===== config.mk =====
export PLATFORM = sky130hd
export DESIGN_NAME = postfix_stack_evaluator
export DESIGN_NICKNAME = d
export VERILOG_FILES = /design/src/rtl/pse_pkg.sv /design/src/rtl/pse_div.sv /design/src/rtl/pse_ctrl.sv /design/src/rtl/pse_datapath.sv /design/src/rtl/postfix_stack_evaluator.sv
export SDC_FILE = /design/constraint.sdc
export NUM_CORES = 2
export LEC_CHECK = 0
export BUFFER_PORTS_ARGS = -buffer_cell sky130_fd_sc_hd__buf_2
export CORE_MARGIN = 1.5
export CORE_UTILIZATION = 46
export DETAILED_ROUTE_END_ITERATION = 12
export SLEW_MARGIN = 15
export SYNTH_ARGS = -nofsm -noshare
export SYNTH_HDL_FRONTEND = slang
export SYNTH_SLANG_ARGS = --single-unit

===== constraint.sdc =====
create_clock -name aclk -period 23.1 [get_ports aclk]
set_input_delay 1.155 -clock aclk [delete_from_list [all_inputs] [get_ports aclk]]
set_output_delay 1.155 -clock aclk [all_outputs]
set_load 0.05 [all_outputs]

===== src/rtl/pse_pkg.sv =====
// ----------------------------------------------------------------------------
// pse_pkg
// Shared types and codes of the postfix stack evaluator: token operations,
// status codes, Q16.16 limits and the controller/datapath interface structs.
// ----------------------------------------------------------------------------
package pse_pkg;

    localparam logic [2:0] OP_PUSH = 3'd0;
    localparam logic [2:0] OP_ADD  = 3'd1;
    localparam logic [2:0] OP_SUB  = 3'd2;
    localparam logic [2:0] OP_MUL  = 3'd3;
    localparam logic [2:0] OP_DIV  = 3'd4;

    localparam logic [2:0] ST_OK   = 3'd0;
    localparam logic [2:0] ST_FULL = 3'd1;
    localparam logic [2:0] ST_FEW  = 3'd2;
    localparam logic [2:0] ST_DIV0 = 3'd3;
    localparam logic [2:0] ST_SAT  = 3'd4;

    localparam logic [31:0] Q_MAX = 32'h7FFF_FFFF;
    localparam logic [31:0] Q_MIN = 32'h8000_0000;

    localparam int DIV_STEPS = 48;

    typedef struct packed {
        logic load;
        logic mem_read;
        logic exec;
        logic mul_sat;
        logic div_fin;
        logic commit;
    } pse_cmd_t;

    typedef struct packed {
        logic op_ok;
        logic is_mul;
        logic is_div;
        logic b_zero;
        logic div_done;
    } pse_stat_t;

endpackage


===== src/rtl/pse_div.sv =====
// ----------------------------------------------------------------------------
// pse_div
// Unsigned restoring divider, one quotient bit per cycle. Divides a 48-bit
// dividend by a nonzero 32-bit divisor and pulses done with the quotient.
// ----------------------------------------------------------------------------
module pse_div
    import pse_pkg::*;
(
    input  logic        aclk,
    input  logic        aresetn,
    input  logic        start,
    input  logic [47:0] dividend,
    input  logic [31:0] divisor,
    output logic        done,
    output logic [47:0] quotient
);

    localparam int NW = $clog2(DIV_STEPS + 1);

    logic          run_reg;
    logic          done_reg;
    logic [NW-1:0] cnt_reg;
    logic [47:0]   quo_reg;
    logic [31:0]   rem_reg;
    logic [31:0]   dvs_reg;
    logic [32:0]   shifted;
    logic [32:0]   diff;
    logic          fits;

    assign shifted = {rem_reg, quo_reg[47]};
    assign diff    = shifted - {1'b0, dvs_reg};
    assign fits    = shifted >= {1'b0, dvs_reg};

    always_ff @(posedge aclk) begin
        if (!aresetn) begin
            run_reg  <= 1'b0;
            done_reg <= 1'b0;
        end else begin
            done_reg <= run_reg && (cnt_reg == NW'(1));
            if (start) begin
                run_reg <= 1'b1;
            end else if (run_reg && (cnt_reg == NW'(1))) begin
                run_reg <= 1'b0;
            end
        end
    end

    always_ff @(posedge aclk) begin
        if (start) begin
            quo_reg <= dividend;
            rem_reg <= 32'd0;
            dvs_reg <= divisor;
            cnt_reg <= NW'(DIV_STEPS);
        end else if (run_reg) begin
            rem_reg <= fits ? diff[31:0] : shifted[31:0];
            quo_reg <= {quo_reg[46:0], fits};
            cnt_reg <= cnt_reg - NW'(1);
        end
    end

    assign done     = done_reg;
    assign quotient = quo_reg;

endmodule


===== src/rtl/pse_ctrl.sv =====
// ----------------------------------------------------------------------------
// pse_ctrl
// Controller of the evaluator: sequences token decode, stack read, arithmetic
// and commit, and owns the input and result handshakes.
// ----------------------------------------------------------------------------
module pse_ctrl
    import pse_pkg::*;
(
    input  logic      aclk,
    input  logic      aresetn,
    input  logic      s_valid,
    output logic      s_ready,
    output logic      m_valid,
    input  logic      m_ready,
    input  pse_stat_t stat,
    output pse_cmd_t  cmd
);

    localparam logic [2:0] S_IDLE   = 3'd0;
    localparam logic [2:0] S_DECODE = 3'd1;
    localparam logic [2:0] S_EXEC   = 3'd2;
    localparam logic [2:0] S_MUL2   = 3'd3;
    localparam logic [2:0] S_DIVW   = 3'd4;
    localparam logic [2:0] S_DIVFIN = 3'd5;
    localparam logic [2:0] S_FINISH = 3'd6;

    logic [2:0] state_reg;
    logic [2:0] state_next;
    logic       m_valid_reg;
    logic       m_valid_next;
    logic       commit;

    assign s_ready = (state_reg == S_IDLE);
    assign commit  = (state_reg == S_FINISH) && (!m_valid_reg || m_ready);

    always_comb begin
        cmd          = '0;
        cmd.load     = s_valid && s_ready;
        cmd.commit   = commit;
        state_next   = state_reg;
        case (state_reg)
            S_IDLE: begin
                if (s_valid) begin
                    state_next = S_DECODE;
                end
            end
            S_DECODE: begin
                if (stat.op_ok) begin
                    cmd.mem_read = 1'b1;
                    state_next   = S_EXEC;
                end else begin
                    state_next = S_FINISH;
                end
            end
            S_EXEC: begin
                cmd.exec = 1'b1;
                if (stat.is_mul) begin
                    state_next = S_MUL2;
                end else if (stat.is_div && !stat.b_zero) begin
                    state_next = S_DIVW;
                end else begin
                    state_next = S_FINISH;
                end
            end
            S_MUL2: begin
                cmd.mul_sat = 1'b1;
                state_next  = S_FINISH;
            end
            S_DIVW: begin
                if (stat.div_done) begin
                    state_next = S_DIVFIN;
                end
            end
            S_DIVFIN: begin
                cmd.div_fin = 1'b1;
                state_next  = S_FINISH;
            end
            S_FINISH: begin
                if (commit) begin
                    state_next = S_IDLE;
                end
            end
            default: begin
                state_next = S_IDLE;
            end
        endcase
    end

    always_comb begin
        m_valid_next = m_valid_reg;
        if (commit) begin
            m_valid_next = 1'b1;
        end else if (m_ready) begin
            m_valid_next = 1'b0;
        end
    end

    always_ff @(posedge aclk) begin
        if (!aresetn) begin
            state_reg   <= S_IDLE;
            m_valid_reg <= 1'b0;
        end else begin
            state_reg   <= state_next;
            m_valid_reg <= m_valid_next;
        end
    end

    assign m_valid = m_valid_reg;

endmodule


===== src/rtl/pse_datapath.sv =====
// ----------------------------------------------------------------------------
// pse_datapath
// Datapath of the evaluator: token register, top-of-stack register, stack
// memory below the top, add/subtract, multiply, divide and saturation, and the
// result word register.
// ----------------------------------------------------------------------------
module pse_datapath
    import pse_pkg::*;
#(
    parameter int STACK_DEPTH = 8
) (
    input  logic               aclk,
    input  logic               aresetn,
    input  pse_cmd_t           cmd,
    output pse_stat_t          stat,
    input  logic [2:0]         s_operation,
    input  logic signed [31:0] s_operand_value,
    input  logic               s_end_of_expression,
    output logic signed [31:0] top_value,
    output logic [3:0]         entry_count,
    output logic [2:0]         status
);

    localparam int AW = (STACK_DEPTH > 1) ? $clog2(STACK_DEPTH) : 1;
    localparam int CW = $clog2(STACK_DEPTH + 1);

    logic [31:0]        stack_mem [STACK_DEPTH];

    logic [2:0]         op_reg;
    logic signed [31:0] val_reg;
    logic               eoe_reg;
    logic signed [31:0] top_reg;
    logic [CW-1:0]      count_reg;
    logic signed [31:0] rd_reg;
    logic [31:0]        res_reg;
    logic [2:0]         res_st_reg;
    logic signed [63:0] prod_reg;
    logic               neg_reg;
    logic [31:0]        out_top_reg;
    logic [3:0]         out_count_reg;
    logic [2:0]         out_status_reg;

    logic               is_push;
    logic               is_arith;
    logic               push_ok;
    logic               op_ok;
    logic [CW-1:0]      rd_idx;
    logic [CW-1:0]      wr_idx;
    logic [32:0]        sum33;
    logic               sum_ovf;
    logic [31:0]        a_mag;
    logic [31:0]        b_mag;
    logic               div_start;
    logic               div_done;
    logic [47:0]        div_q;
    logic [16:0]        mul_hi;
    logic               mul_ovf;
    logic               q_ovf;

    logic [31:0]        new_top;
    logic [CW-1:0]      new_count;
    logic [2:0]         new_status;
    logic [CW+3:0]      cnt_ext;

    assign is_push  = (op_reg == OP_PUSH);
    assign is_arith = (op_reg >= OP_ADD) && (op_reg <= OP_DIV);
    assign push_ok  = is_push && (count_reg < CW'(STACK_DEPTH));
    assign op_ok    = is_arith && (count_reg >= CW'(2));
    assign rd_idx   = count_reg - CW'(2);
    assign wr_idx   = count_reg - CW'(1);

    assign sum33   = (op_reg == OP_SUB) ? ({rd_reg[31], rd_reg} - {top_reg[31], top_reg})
                                        : ({rd_reg[31], rd_reg} + {top_reg[31], top_reg});
    assign sum_ovf = sum33[32] != sum33[31];

    assign a_mag     = rd_reg[31] ? (~rd_reg + 32'd1) : rd_reg;
    assign b_mag     = top_reg[31] ? (~top_reg + 32'd1) : top_reg;
    assign div_start = cmd.exec && (op_reg == OP_DIV) && (top_reg != 32'sd0);

    assign mul_hi  = prod_reg[63:47];
    assign mul_ovf = !((&mul_hi) || !(|mul_hi));
    assign q_ovf   = neg_reg ? (div_q > 48'h0000_8000_0000) : (div_q[47:31] != 17'd0);

    assign stat.op_ok    = op_ok;
    assign stat.is_mul   = (op_reg == OP_MUL);
    assign stat.is_div   = (op_reg == OP_DIV);
    assign stat.b_zero   = (top_reg == 32'sd0);
    assign stat.div_done = div_done;

    pse_div u_div (
        .aclk     (aclk),
        .aresetn  (aresetn),
        .start    (div_start),
        .dividend ({a_mag, 16'd0}),
        .divisor  (b_mag),
        .done     (div_done),
        .quotient (div_q)
    );

    always_comb begin
        new_top    = top_reg;
        new_count  = count_reg;
        new_status = ST_OK;
        if (push_ok) begin
            new_top   = val_reg;
            new_count = count_reg + CW'(1);
        end else if (is_push) begin
            new_status = ST_FULL;
        end else if (op_ok) begin
            new_top    = res_reg;
            new_count  = count_reg - CW'(1);
            new_status = res_st_reg;
        end else if (is_arith) begin
            new_status = ST_FEW;
        end
    end

    assign cnt_ext = {4'd0, new_count};

    // token capture
    always_ff @(posedge aclk) begin
        if (cmd.load) begin
            op_reg  <= s_operation;
            val_reg <= s_operand_value;
            eoe_reg <= s_end_of_expression;
        end
    end

    // stack memory
    always_ff @(posedge aclk) begin
        if (cmd.commit && push_ok && (count_reg != CW'(0))) begin
            stack_mem[wr_idx[AW-1:0]] <= top_reg;
        end
        if (cmd.mem_read) begin
            rd_reg <= stack_mem[rd_idx[AW-1:0]];
        end
    end

    // arithmetic
    always_ff @(posedge aclk) begin
        if (cmd.exec) begin
            prod_reg   <= rd_reg * top_reg;
            neg_reg    <= rd_reg[31] ^ top_reg[31];
            res_st_reg <= ST_OK;
            if (op_reg == OP_DIV) begin
                if (top_reg == 32'sd0) begin
                    res_reg    <= rd_reg[31] ? Q_MIN : Q_MAX;
                    res_st_reg <= ST_DIV0;
                end
            end else if (sum_ovf) begin
                res_reg    <= sum33[32] ? Q_MIN : Q_MAX;
                res_st_reg <= ST_SAT;
            end else begin
                res_reg <= sum33[31:0];
            end
        end else if (cmd.mul_sat) begin
            if (mul_ovf) begin
                res_reg    <= prod_reg[63] ? Q_MIN : Q_MAX;
                res_st_reg <= ST_SAT;
            end else begin
                res_reg    <= prod_reg[47:16];
                res_st_reg <= ST_OK;
            end
        end else if (cmd.div_fin) begin
            if (q_ovf) begin
                res_reg    <= neg_reg ? Q_MIN : Q_MAX;
                res_st_reg <= ST_SAT;
            end else begin
                res_reg    <= neg_reg ? (~div_q[31:0] + 32'd1) : div_q[31:0];
                res_st_reg <= ST_OK;
            end
        end
    end

    // stack top and result word
    always_ff @(posedge aclk) begin
        if (cmd.commit) begin
            top_reg        <= new_top;
            out_top_reg    <= (new_count != CW'(0)) ? new_top : 32'd0;
            out_count_reg  <= cnt_ext[3:0];
            out_status_reg <= new_status;
        end
    end

    always_ff @(posedge aclk) begin
        if (!aresetn) begin
            count_reg <= '0;
        end else if (cmd.commit) begin
            count_reg <= eoe_reg ? CW'(0) : new_count;
        end
    end

    assign top_value   = out_top_reg;
    assign entry_count = out_count_reg;
    assign status      = out_status_reg;

endmodule


===== src/rtl/postfix_stack_evaluator.sv =====
// ----------------------------------------------------------------------------
// postfix_stack_evaluator
// Postfix evaluator over signed Q16.16 numbers, one token per input word and
// one result word per token.
// ----------------------------------------------------------------------------
// Tokens are taken one at a time. A push, a dropped push, an operator with too
// few entries or an unused code goes from decode straight to its result word;
// add, subtract and divide by zero pass through execute, multiply through
// execute and a second state (product register, then saturation), and other
// divides through execute, the bit-serial divider that produces 48 quotient
// bits one per cycle, and a final sign and saturation state. The next token
// can be taken in the cycle the result word appears. The top entry is held in
// a register and the entries below it in a stack memory with one registered
// read port, read once per operator. A finished result word waits in its
// register while the next token is taken; the block stalls only when a new
// result is ready and the previous one has not been taken.
module postfix_stack_evaluator
    import pse_pkg::*;
#(
    parameter int STACK_DEPTH = 8
) (
    input  logic               aclk,
    input  logic               aresetn,
    input  logic               s_valid,
    output logic               s_ready,
    input  logic [2:0]         s_operation,
    input  logic signed [31:0] s_operand_value,
    input  logic               s_end_of_expression,
    output logic               m_valid,
    input  logic               m_ready,
    output logic signed [31:0] m_top_value,
    output logic [3:0]         m_entry_count,
    output logic [2:0]         m_status
);

    pse_cmd_t  cmd;
    pse_stat_t stat;

    pse_ctrl u_ctrl (
        .aclk    (aclk),
        .aresetn (aresetn),
        .s_valid (s_valid),
        .s_ready (s_ready),
        .m_valid (m_valid),
        .m_ready (m_ready),
        .stat    (stat),
        .cmd     (cmd)
    );

    pse_datapath #(
        .STACK_DEPTH (STACK_DEPTH)
    ) u_datapath (
        .aclk                (aclk),
        .aresetn             (aresetn),
        .cmd                 (cmd),
        .stat                (stat),
        .s_operation         (s_operation),
        .s_operand_value     (s_operand_value),
        .s_end_of_expression (s_end_of_expression),
        .top_value           (m_top_value),
        .entry_count         (m_entry_count),
        .status              (m_status)
    );

`ifndef SYNTHESIS
    a_commit_slot_free: assert property (@(posedge aclk) disable iff (!aresetn)
        cmd.commit |-> (!m_valid || m_ready))
        else $error("result committed over an untaken word");

    a_busy_after_accept: assert property (@(posedge aclk) disable iff (!aresetn)
        (s_valid && s_ready) |=> !s_ready)
        else $error("second token taken while one is in flight");

    a_div_done_busy: assert property (@(posedge aclk) disable iff (!aresetn)
        stat.div_done |-> !s_ready)
        else $error("divider finished while controller idle");

    a_div0_value: assert property (@(posedge aclk) disable iff (!aresetn)
        (m_valid && (m_status == ST_DIV0)) |->
            ((m_top_value == Q_MAX) || (m_top_value == Q_MIN)))
        else $error("divide by zero word not saturated");
`endif

endmodule

**Yosys cells after proc, flatten, opt, wreduce, memory -nomap -nowiden**

Memory sizes are Yosys's and may differ from the RTL's. A register that Yosys moved wholly into a read port is not among the register bits.
Index checks and enable logic that the tools add are counted.

- Bits in registers: 335
- Memory bits (writable): 256
- Output and inout bits: 41
- Word-level logic and storage cells: 149
- Memories kept: 1

Memory list:

| name | depth | bits a word | rd ports | clocked after Yosys merged registers in | write ports | line | text |
|---|---|---|---|---|---|---|---|
| u_datapath.stack_mem | 8 | 32 | 1 | 1 | 1 | pse_datapath.sv:27 | `logic [31:0] stack_mem [STACK_DEPTH];` |

- Add/subtract/negate cells: 10
- Multipliers: 1
- Magnitude comparators: 6
- Equal/unequal tests: 15
- Mux-type cells: 56
- Bitwise gates (word level): 4
- Reduce and logical (&&, ||, !) cells: 33

Operators by type and width:

| operator | number |
|---|---|
| $mux W32 | 18 |
| $add A32 B1 Y32 const B | 3 |
| $mux W48 | 2 |
| $not A32 Y32 | 3 |
| $mul A32 B32 Y64 | 1 |
| $gt A48 B32 Y1 const B | 1 |
| $mux W3 | 13 |
| $add A32 B32 Y33 | 1 |
| $ge A33 B32 Y1 | 1 |
| $mux W33 | 1 |
| $sub A32 B32 Y33 | 1 |
| $logic_not A32 Y1 | 1 |
| $reduce_bool A32 Y1 | 1 |
| $sub A32 B32 Y32 | 1 |
| $mux W31 | 1 |
| $pmux W3 S6 | 1 |
| $reduce_and A17 Y1 | 1 |
| $reduce_bool A17 Y1 | 1 |
| $reduce_or A17 Y1 | 1 |
| $mux W4 | 4 |
| $mux W1 | 13 |
| $eq A3 B2 Y1 const B | 4 |
| $eq A3 B3 Y1 const B | 4 |
| $logic_and A1 B1 Y1 | 11 |
| 25 further kinds | 36 |

**Logic depth before layout (Yosys ltp)**

- Depth in word-level cells: 7
- Depth in mapped cells: 30
- Mapped depth without buffers: 27

**Modules after synthesis**

A second synthesis with hierarchy kept.

- Cells, all modules: 6117
- Area total of the unflattened synthesis: 65566.6 um^2

Modules (own cells, without submodules):

| module | times used | cells each | area an instance (um^2) | seq. area each (um^2) |
|---|---|---|---|---|
| pse_datapath | 1 | 5437 | 58627.5 | 14433.8 |
| pse_div | 1 | 646 | 6676.4 | 3203.1 |
| pse_ctrl | 1 | 34 | 262.8 | 80.1 |

**Least setup slack after synthesis**

No wires, ideal clock.

- Path type: register -> register
- Start: reg u_datapath.rd_reg[31] (read register of u_datapath.stack_mem)
- End: reg u_datapath.prod_reg[62], data pin
- Library setup time: 0.258 ns
- Data arrival time: 8.217 ns
- Required time: 22.842 ns
- Path slack: 14.626 ns
- Stages on the path, launching flop included: 31
- Path buffers: 3
- Clock period less this slack: 8.474 ns
- Path through: edfxtp_1 -> clkbuf_1 -> clkbuf_1 -> buf_1 -> nand2_1 -> inv_1 -> fa_1 -> inv_1 -> fa_1 -> inv_1 -> fa_1 -> fa_1 -> inv_1 -> fa_1 -> inv_1 -> fa_1 -> inv_1 -> fa_1 -> inv_1 -> fa_1 -> ha_1 -> a21oi_1 -> nor2_1 -> a211oi_1 -> o21ai_0 -> a221o_1 -> a21oi_1 -> a21oi_1 -> a211o_1 -> a21oi_1 -> xnor2_1

- Longest elaborated chain between the ends: 1

RTL lines:

| what | line | text |
|---|---|---|
| from (decl) | pse_datapath.sv:34 | `logic signed [31:0] rd_reg;` |
| $mul A32 B32 Y64 | pse_datapath.sv:142 | `prod_reg <= rd_reg * top_reg;` |
| to (signal assigned) | pse_datapath.sv:142 |  |
| to (decl) | pse_datapath.sv:37 | `logic signed [63:0] prod_reg;` |

Every way passes these cells.
A chain may end at the register's enable or synchronous reset.

**Worst setup path after layout**

- Start: reg u_datapath.top_reg[2]
- End: reg u_datapath.prod_reg[62], data pin

- Longest elaborated chain between the ends: 1

RTL lines:

| what | line | text |
|---|---|---|
| from (decl) | pse_datapath.sv:32 | `logic signed [31:0] top_reg;` |
| from (signal assigned) | pse_datapath.sv:178 | `top_reg <= new_top;` |
| $mul A32 B32 Y64 | pse_datapath.sv:142 |  |

Every way passes these cells.

==> results.py <==
metrics = {
    "synth": {
        "synth_edf_count": 542,
        "synth_top_area_share_pct": 33.45,
        "synth_area_leader_cell": "fa_1",
        "synth.cell_area_um2": 64810,
        "yosysUniqueCellTypes": 79,
        "synth-seq-cells": 606,
        "synthTopCellsByCount": "fa_1 (1083), inv_1 (1034), nand2_1 (677)",
        "ys_async_sr_fraction_pct": 0,
        "yosysMostFrequentCell": "fa_1",
        "syn_nets": 7448,
        "synthCells": 6068,
        "syn_avg_cell_area_um2": 10.68,
        "synth-seq-area-share_pct": 27.09,
        "synth_warnings": 0,
        "synth.area.top_cells": "fa_1 (33%), edfxtp_1 (25%), inv_1 (6.0%)",
        "synth_top_flop_cell": "edfxtp_1",
    },
    "setup_path": {
        "crit_path_max_incr_delay_ns": 0.97,
        "cp_max_fo": 43,
        "slowest_stage": "fa_1",
        "worstSetupPathType": "flip-flop to flip-flop",
        "cp_common_cell": "fa_1",
        "critical_path.top_delay_family": "adder cells",
        "crit_path_start_kind": "flip-flop",
        "reg2reg_depth": 26,
        "crit_cells": 26,
        "endpoint_kind": "flip-flop",
        "required_ns": 23.50,
        "cp.buffers_inverters": 6,
        "cp.arrival_ns": 9.48,
    },
    "run_status": {
        "status": "completed",
    },
    "cts": {
        "cts_resized": 0,
        "insertion_delay_ns": 0.66,
        "cts_tree": "done",
        "postCtsSetupBuffers": 0,
        "clock_path_buffers": 3,
        "clk_pin_slew_worst_paths_ns": 0.06,
        "root_buffer": "clkbuf_16",
        "htreeDepth": 3,
        "clock_sinks": 606,
        "cts_hold_buf": 0,
        "cts_buffers": 68,
    },
    "detailed_routing": {
        "wire_per_inst_um": 22.86,
        "num_vias": 43670,
        "drc": 0,
        "ant_nets": 0,
        "wl_met3_um": 10480,
        "wirelength_um": 180300,
        "avgViaCountPerCell": 5.537,
        "wl_met1_um": 76730,
        "first_pass_iters": 6,
        "highest_layer": "met4",
        "met2_wirelength_um": 87770,
        "drt-initial-drc-count": 3328,
    },
    "sta": {
        "finalHoldViolations": 0,
        "fmax_mhz": 110.2,
        "setup_viol": 0,
        "skew_ns": 0.04009,
        "post-route-min-period_ns": 9.071,
        "max_slew_margin_pct": 15.62,
        "tightest_slew_ns": 1.263,
        "timing.hold.ws_ns": 0.4874,
        "fin_tns_setup_ns": 0,
        "fin_crit_sh_pct": 39.27,
        "rsz0062_at_grt": "no",
        "final_max_slew_viol_count": 0,
    },
    "die": {
        "dieArea_um2": 143200,
        "fp.dieW_um": 378.4,
        "start_util_pct": 46.39,
        "design.portCount": 81,
        "coreArea_um2": 139700,
        "die_y_um": 378.4,
        "core.rowCount": 137,
    },
    "flow_run": {
        "drv_cap": 0,
    },
    "global_route": {
        "grt-ovfl-total": 0,
        "grtUsageTotal_pct": 26.07,
        "grt_pass1_vias": 46360,
        "grt_pass1_wl_um": 281900,
        "antenna_found_initial": 2,
        "grt_max_degree": 82,
    },
    "cells_and_area": {
        "multi_input_area_um2": 42060,
        "largest_reg_flops": 256,
        "fillCellCount": 12600,
        "fin_nets": 7337,
        "seq_area_um2": 17570,
        "syn2layout_area_growth_pct": 6.907,
        "drive_gt1_share_pct": 7.206,
    },
    "worst_hold_path": {
        "whs_path_depth": 2,
        "hold_path.class": "flip-flop to flip-flop",
    },
    "placed_design": {
        "dp_hpwl_um": 126200,
        "port_buffers": 80,
        "gp_congestion": 0.9265,
    },
}
metal layers:
layer | up-vias | track usage [%]
li1 | 19090 | -
met1 | 22970 | 35.40
met2 | 1326 | 43.65
met3 | 282 | 3.465
met4 | 0 | 7.676
met5 | - | 0
path summary, 6_finish.rpt:
kind | start | to | slack, ns
max | u_datapath.top_reg[2] | u_datapath.prod_reg[62] | 14.03
min | u_datapath.u_div.cnt_reg[5] | u_datapath.u_div.cnt_reg[5] | 0.49
max reg2reg | u_datapath.top_reg[2] | u_datapath.prod_reg[62] | 14.03
min reg2reg | u_datapath.u_div.cnt_reg[5] | u_datapath.u_div.cnt_reg[5] | 0.49
area by class of cell:
type,instances,area share (%)
clock inverters,37,0.5056
diodes,2,0.007223
flip-flops and latches,606,25.36
multi-input cells,4056,60.70
inverters,1036,5.614
clock buffers,85,2.669
repair buffers,189,1.759
well taps,1876,3.388
worst reg2reg max path: stages (launching register included):
cell,delay (ns)
edfxtp_1,0.38
buf_4,0.47
nand2_1,0.23
inv_1,0.17
fa_1,0.46
fa_1,0.50
fa_1,0.97
fa_1,0.73
inv_1,0.46
fa_1,0.63
inv_1,0.06
fa_1,0.52
inv_1,0.05
fa_1,0.47
inv_1,0.05
fa_1,0.44
ha_1,0.34
a21oi_1,0.16
nor2_1,0.05
a211oi_1,0.33
o21ai_0,0.13
a221o_1,0.33
a21oi_1,0.19
a21oi_1,0.11
a211o_1,0.31
a21oi_1,0.19
xnor2_1,0.09
cell usage in the layout, fill, tap and decap left out, drive strengths merged, types with 159 or more instances in the layout:
| cell | n |
|---|---|
| a21oi | 159 |
| buf | 189 |
| ha | 257 |
| o21ai | 204 |
| inv | 1038 |
| fa | 1083 |
| and2 | 517 |
| edfxtp | 542 |
| nor2 | 176 |
| nand2 | 677 |
stage by stage:
stage	std cells	setup slack, ns	instance area [µm²]	util, %
finish	7887	14.03	69290	49.60
global route	7885	13.44	69280	49.59
CTS	7885	13.94	69280	49.59
detailed placement	7763	13.98	67080	48.02
global placement	7763	14.09	67080	48.02
floorplan	6068	14.63	64810	-
cell families (layout without fill, tap and decap cells):
logic type / count (synthesis) / count (layout) / share of synthesized area, %
xor gates and xnor gates: 243 / 243 / 3.295
other: 0 / 2 / 0
buffers and inverters: 1406 / 1347 / 8.193
AOI/OAI and AO/OA: 659 / 659 / 6.556
DFF: 606 / 606 / 27.09
muxes: 171 / 171 / 3.940
adders and majority gates: 1340 / 1340 / 38.41
and+or+nand+nor: 1643 / 1643 / 12.51
Power is not shown: default switching activity piles up to over one toggle a cycle in this logic, so the estimate is an artifact.
